==> config.mk <==
export PLATFORM = sky130hd
export DESIGN_NAME = tcw_ctrl
export DESIGN_NICKNAME = d
export VERILOG_FILES = /design/src/design/tcw_pkg.sv /design/src/design/tcw_ctrl.sv
export SDC_FILE = /design/constraint.sdc
export NUM_CORES = 1
export LEC_CHECK = 0
export ABC_AREA = 1
export BUFFER_PORTS_ARGS = -buffer_cell sky130_fd_sc_hd__buf_4
export CORE_MARGIN = 2
export CORE_UTILIZATION = 30
export DETAILED_ROUTE_END_ITERATION = 10
export PLACE_DENSITY = 0.53
export SKIP_CTS_REPAIR_TIMING = 1
export SLEW_MARGIN = 20
export SYNTH_ARGS = -nofsm -noshare
export SYNTH_HDL_FRONTEND = slang
export SYNTH_SLANG_ARGS = --single-unit
==> constraint.sdc <==
create_clock -name clock -period 1.8 [get_ports clock]
set_input_delay 0.54 -clock clock [delete_from_list [all_inputs] [get_ports clock]]
set_output_delay 0.54 -clock clock [all_outputs]
set_load 0.02 [all_outputs]
==> src/design/tcw_pkg.sv <==
`timescale 1ns / 1ps
`default_nettype none

package tcw_pkg;

   // Request codes
   localparam logic FUNC_PUT  = 1'b0;
   localparam logic FUNC_READ = 1'b1;

   // Register indexes on the csr port
   localparam logic CSR_FG_COLOR = 1'b0;
   localparam logic CSR_BG_COLOR = 1'b1;

   // Character codes and reset values
   localparam logic [7:0]  NEWLINE_CODE = 8'd10;
   localparam logic [7:0]  BLANK_CODE   = 8'h20;
   localparam logic [15:0] BLANK_RESET  = 16'h0720;
   localparam logic [3:0]  FG_RESET     = 4'd7;
   localparam logic [2:0]  BG_RESET     = 3'd0;
   localparam logic [3:0]  FG_MASK      = 4'b1111;
   localparam logic [2:0]  BG_MASK      = 3'b111;

   typedef struct packed {
      logic        func;
      logic [7:0]  char_code;
      logic [10:0] read_index;
   } req_type;

   typedef struct packed {
      logic [15:0] read_data;
      logic [4:0]  cursor_row;
      logic [6:0]  cursor_col;
      logic        scrolled;
   } rsp_type;

   // Controller to datapath
   typedef struct packed {
      logic put_en;        // store char / move cursor
      logic read_en;       // launch a cell read
      logic scroll_init;   // load sweep pointers for a scroll
      logic copy_en;       // read one source cell of the scroll copy
      logic fill_en;       // write one fill cell at the sweep pointer
      logic clear_en;      // fill uses the reset blank
      logic rsp_load;      // present a result next cycle
      logic rsp_read;      // result carries the read cell
      logic rsp_scrolled;  // result reports a scroll
   } cmd_type;

   // Datapath to controller
   typedef struct packed {
      logic scroll_need;   // the put on the request would scroll
      logic src_last;      // copy source at last cell
      logic dst_last;      // sweep pointer at last cell
      logic rd_pend;       // copied cell waiting to be written
   } stat_type;

endpackage

`default_nettype wire

==> src/design/tcw_ctrl.sv <==
`timescale 1ns / 1ps
`default_nettype none

module tcw_ctrl (
   input  wire logic               clock,
   input  wire logic               reset,
   input  wire logic               start,
   input  wire logic               req_func,
   input  wire tcw_pkg::stat_type  stat,
   output tcw_pkg::cmd_type        cmd,
   output logic                    busy
);
   import tcw_pkg::*;

   typedef enum logic [4:0] {
      ST_CLEAR = 5'b00001,
      ST_IDLE  = 5'b00010,
      ST_READ  = 5'b00100,
      ST_COPY  = 5'b01000,
      ST_FILL  = 5'b10000
   } state_type;

   state_type state_ff, state_in;

   // Next state and commands
   always_comb begin
      state_in = state_ff;
      cmd      = '0;
      unique case (state_ff)
         ST_CLEAR: begin
            cmd.fill_en  = 1'b1;
            cmd.clear_en = 1'b1;
            if (stat.dst_last) begin
               state_in = ST_IDLE;
            end
         end
         ST_IDLE: begin
            if (start) begin
               if (req_func == FUNC_READ) begin
                  cmd.read_en = 1'b1;
                  state_in    = ST_READ;
               end else begin
                  cmd.put_en = 1'b1;
                  if (stat.scroll_need) begin
                     cmd.scroll_init = 1'b1;
                     state_in        = ST_COPY;
                  end else begin
                     cmd.rsp_load = 1'b1;
                  end
               end
            end
         end
         ST_READ: begin
            cmd.rsp_load = 1'b1;
            cmd.rsp_read = 1'b1;
            state_in     = ST_IDLE;
         end
         ST_COPY: begin
            cmd.copy_en = 1'b1;
            if (stat.src_last) begin
               state_in = ST_FILL;
            end
         end
         ST_FILL: begin
            cmd.fill_en = 1'b1;
            if (stat.dst_last && !stat.rd_pend) begin
               cmd.rsp_load     = 1'b1;
               cmd.rsp_scrolled = 1'b1;
               state_in         = ST_IDLE;
            end
         end
         default: begin
            state_in = ST_CLEAR;
         end
      endcase
   end

   always_ff @(posedge clock) begin
      if (reset) begin
         state_ff <= ST_CLEAR;
      end else begin
         state_ff <= state_in;
      end
   end

   assign busy = (state_ff != ST_IDLE);

   // A read is answered right after its launch cycle
   a_read_then_rsp: assert property (@(posedge clock) disable iff (reset)
      cmd.read_en |=> (cmd.rsp_load && cmd.rsp_read))
      else $error("read not answered in the following cycle");

   // A scroll copy always runs on into the bottom-row fill
   a_copy_to_fill: assert property (@(posedge clock) disable iff (reset)
      (cmd.copy_en && stat.src_last) |=> (cmd.fill_en && stat.rd_pend))
      else $error("scroll copy did not hand over to the fill");

   // Nothing is accepted while the store is swept
   a_no_accept_in_sweep: assert property (@(posedge clock) disable iff (reset)
      (cmd.copy_en || cmd.fill_en) |-> (!cmd.put_en && !cmd.read_en))
      else $error("item taken during a sweep");

endmodule

`default_nettype wire

# Word-level counts from Yosys, hierarchy flattened
# Cells that the tools add are included.
# word_totals
reg_bits	5
inputBits	8
elab_cells	39
# op_classes
n_eq_ne	11
n_mux	23
reduce_logical	4
# op_table
operator	count
two-way mux 5 bit	6
case mux 5 bit (5 select lines)	1
two-way mux 1 bit	13
!= test 2 bit, second input constant	4
two-way mux 3 bit	2
== test 5 x 1 -> 1 bit, second input constant	1
== test 5 x 2 -> 1 bit, second input constant	1
== test 5 x 3 -> 1 bit, second input constant	1
== test 5 x 4 -> 1 bit, second input constant	1
== test 5 bit, second input constant	1
!= test 5 x 2 -> 1 bit, second input constant	1
AND reduction 5 bit	1
!= test 3 bit, second input constant	1
case mux 1 bit (3 select lines)	1
OR reduction 2 bit	1
logical AND 1 bit	1
zero test 1 bit	1

# Logic depth before layout (Yosys ltp)
# depth
ltp_word	4
mapped_depth	8
ltp_nobuf	8

# Worst setup path before layout
# OpenSTA, ideal clock, no wires.
# synth_timing
path_kind	input -> output
startpoint	in start
endpoint	out cmd[2] in the netlist's numbering
arrival_ns	1.454
setup_slack_ns	-0.194
stages	2
path_buffers	0
cell_sequence	inv_1 -> o41ai_1
# synth_lines
item	line_no	source
start, declared	tcw_ctrl.sv:7	input wire logic start,
end, declared	tcw_ctrl.sv:10	output tcw_pkg::cmd_type cmd,

==> results.cfg <==
[run_status]
status = finished, violations left
violations = setup timing

[timing]
worst_slew_pin_slew_ns = 0.223
drv_slew = 0
grt_setup_unrepaired = true
clock.fmax_ghz = 0.555
finalCritPeriodShare_pct = 100
hold_viol = 0
timing.final.crit_period_ns = 1.80
max_slew_margin_pct = 85.0
fin_ws_ns = -0.00252
clock_skew_ns = 0.00564
setup_violations = 2
whs_ns = 0.461

[synthesis]
syn_avg_cell_area_um2 = 6.84
ys_seq_area_share_pct = 24.4
synth_fp_nets = 68
synth_top_area_cell = dfxtp_1
synth_cell_types = 16
synth_cells = 60
synth.top_cell.area_share_pct = 24.4
syn_area_um2 = 410
synthTopCellsByArea = dfxtp_1, inv_1, nor2_4
yosys_warnings = 0
ys_ff_latch = 5

[flow_run]
cap_violations = 0

[detailed_routing]
drt-initial-drc-count = 0
post_drt_wl_per_cell_um = 9.97
drc_errors = 0
final_antenna_net_count = 0
vias = 465
viasPerCell = 4.65
first_pass_iters = 1
drt_wl_total_um = 997

[worst_setup_path]
cp.arrival_ns = 1.26
end_kind = output pin
critical_path_buf_inv_count = 1
path_class = flop to output pin
crit_required_ns = 1.26
reg2reg_from = state_ff[1]
startpoint = state_ff[3]
start_kind = flop
crit_path_top_delay_cell = dfxtp_2
crit_fanout = 3
path_cells = nor2_4 -> nand3_2 -> nor2_2 -> nor2_1 -> o41ai_2 -> buf_4
slowest_delay_ns = 0.33
crit_family = simple AND/OR/NAND/NOR gates

[clocking]
cts-buffers-inserted = 3
cts_tree = built
cts.sinks = 5
path_clk_slew_ns = 0.05
clock_latency_ns = 0.24
clockRootBuffer = clkbuf_4
cts_max_path_buffers = 2
cts_max_level = 1

[power]
netSwitchingFraction_pct = 41.9
pwr_density_cell_nw_per_um2 = 924
power_switching_mw = 0.253
p_leak_nw = 0.336
ir_drop_mv = 0.613
pwr-share-seq_pct = 28.3
p_int_mw = 0.351
p_comb_share_pct = 50.4
clockPowerShare_pct = 21.3

[floorplan]
die-area_um2 = 1680
ios = 18
core_area_um2 = 1280
initial_core_util_pct = 31.9
fp.dieW_um = 41.0
die_y_um = 41.0
rows = 13

[placement]
place_hpwl_um = 855
place_ws_ns = 0.0228
io_buffers = 17
place.gp.congestion = 0.689

[min_path]
hp-start = reset
hp-class = input pin to flop

[grt]
grt_pass1_vias = 398
grt_pass1_wl_mm = 1.60
grt_max_degree = 7
grt.total_usage_pct = 14.6
overflow = 0
antenna_found_initial = 0

[layout]
multi_input_area_um2 = 279
top_register = state_ff
area_growth_pct = 59.1
nFillCells = 130
largest_reg_flops = 5
seq_area_um2 = 109
drive_gt1_share_pct = 56.5
diodes = 0
final_net_count = 94
top_regs = state_ff: 5 flops
layout by cell type, fill, tap and decap left out, types with 4 or more instances in the layout:
| cell type | synthesis | routed |
|---|---|---|
| buf_4 | 0 | 20 |
| dfxtp_2 | 0 | 4 |
| inv_1 | 13 | 11 |
| nand2_1 | 5 | 5 |
| nand3_1 | 7 | 5 |
| nand4_1 | 5 | 5 |
| nor2_1 | 7 | 6 |
| nor2_4 | 4 | 5 |
metrics by stage:
stage | power, mW | std cells | utilization [%] | instance area [um2] | setup TNS, ns
after global placement | 0.454 | 96 | 46.3 | 594 | 0
after CTS | 0.588 | 100 | 48.3 | 621 | -0.185
after detailed placement | 0.454 | 96 | 46.3 | 594 | 0
final | 0.604 | 100 | 50.8 | 653 | -0.00432
after floorplan | 0.343 | 60 | - | 418 | 0
after global routing | 0.654 | 100 | 50.8 | 653 | -0.255
power by group through the flow:
| stage | clock (mW) | combinational, mW | sequential [mW] |
|---|---|---|---|
| floorplan | 0 | 0.192 | 0.151 |
| global placement | 0 | 0.297 | 0.157 |
| detailed placement | 0 | 0.297 | 0.157 |
| CTS | 0.136 | 0.298 | 0.155 |
| global route | 0.143 | 0.338 | 0.173 |
| finish | 0.128 | 0.304 | 0.171 |
final timing paths:
path / to / slack, ns / depth (start not counted)
setup reg to reg: state_ff[1] / 0.56 / 8
setup / recovery: cmd[2] / -0.003 / 6
hold reg to reg: state_ff[1] / 0.56 / 2
hold / removal: state_ff[3] / 0.46 / 2
kinds of logic after synthesis:
kind of cell    after synthesis  share of synthesized area (%)
simple gates                 36                           56.1
buf+inv                      15                           13.7
compound gates                4                           5.79
flops                         5                           24.4
synth_stat cells, drive strengths merged:
cell type	instances
nand2	7
nor2	13
nand3	9
nor3	2
nand4	5
o41ai	1
inv	15
dfxtp	5
a21oi	3
layout make-up:
type	instances	area share, %
timing repair buffer	21	24.7
clock buffer	4	4.02
sequential	5	16.7
tap	15	2.87
multi-input combinational	40	42.7
inverter	15	9.00
layer usage:
metal	part of all wire (%)	vias up	global-route usage (%)
met1	45	210	19.5
met2	49	11	22.7
met4	0	0	0
li1	-	244	-
met3	5.5	0	6.52
met5	0	-	0
worst reg2reg max path: cells and delay by family (launching register included):
family | cells | cell delay, ns
AND/OR/NAND/NOR | 5 | 0.40
flip-flops | 1 | 0.38
buffers and inverters | 2 | 0.21
AO/OA/AOI/OAI | 1 | 0.14
No activity file was read; power rests on OpenSTA's default activity.
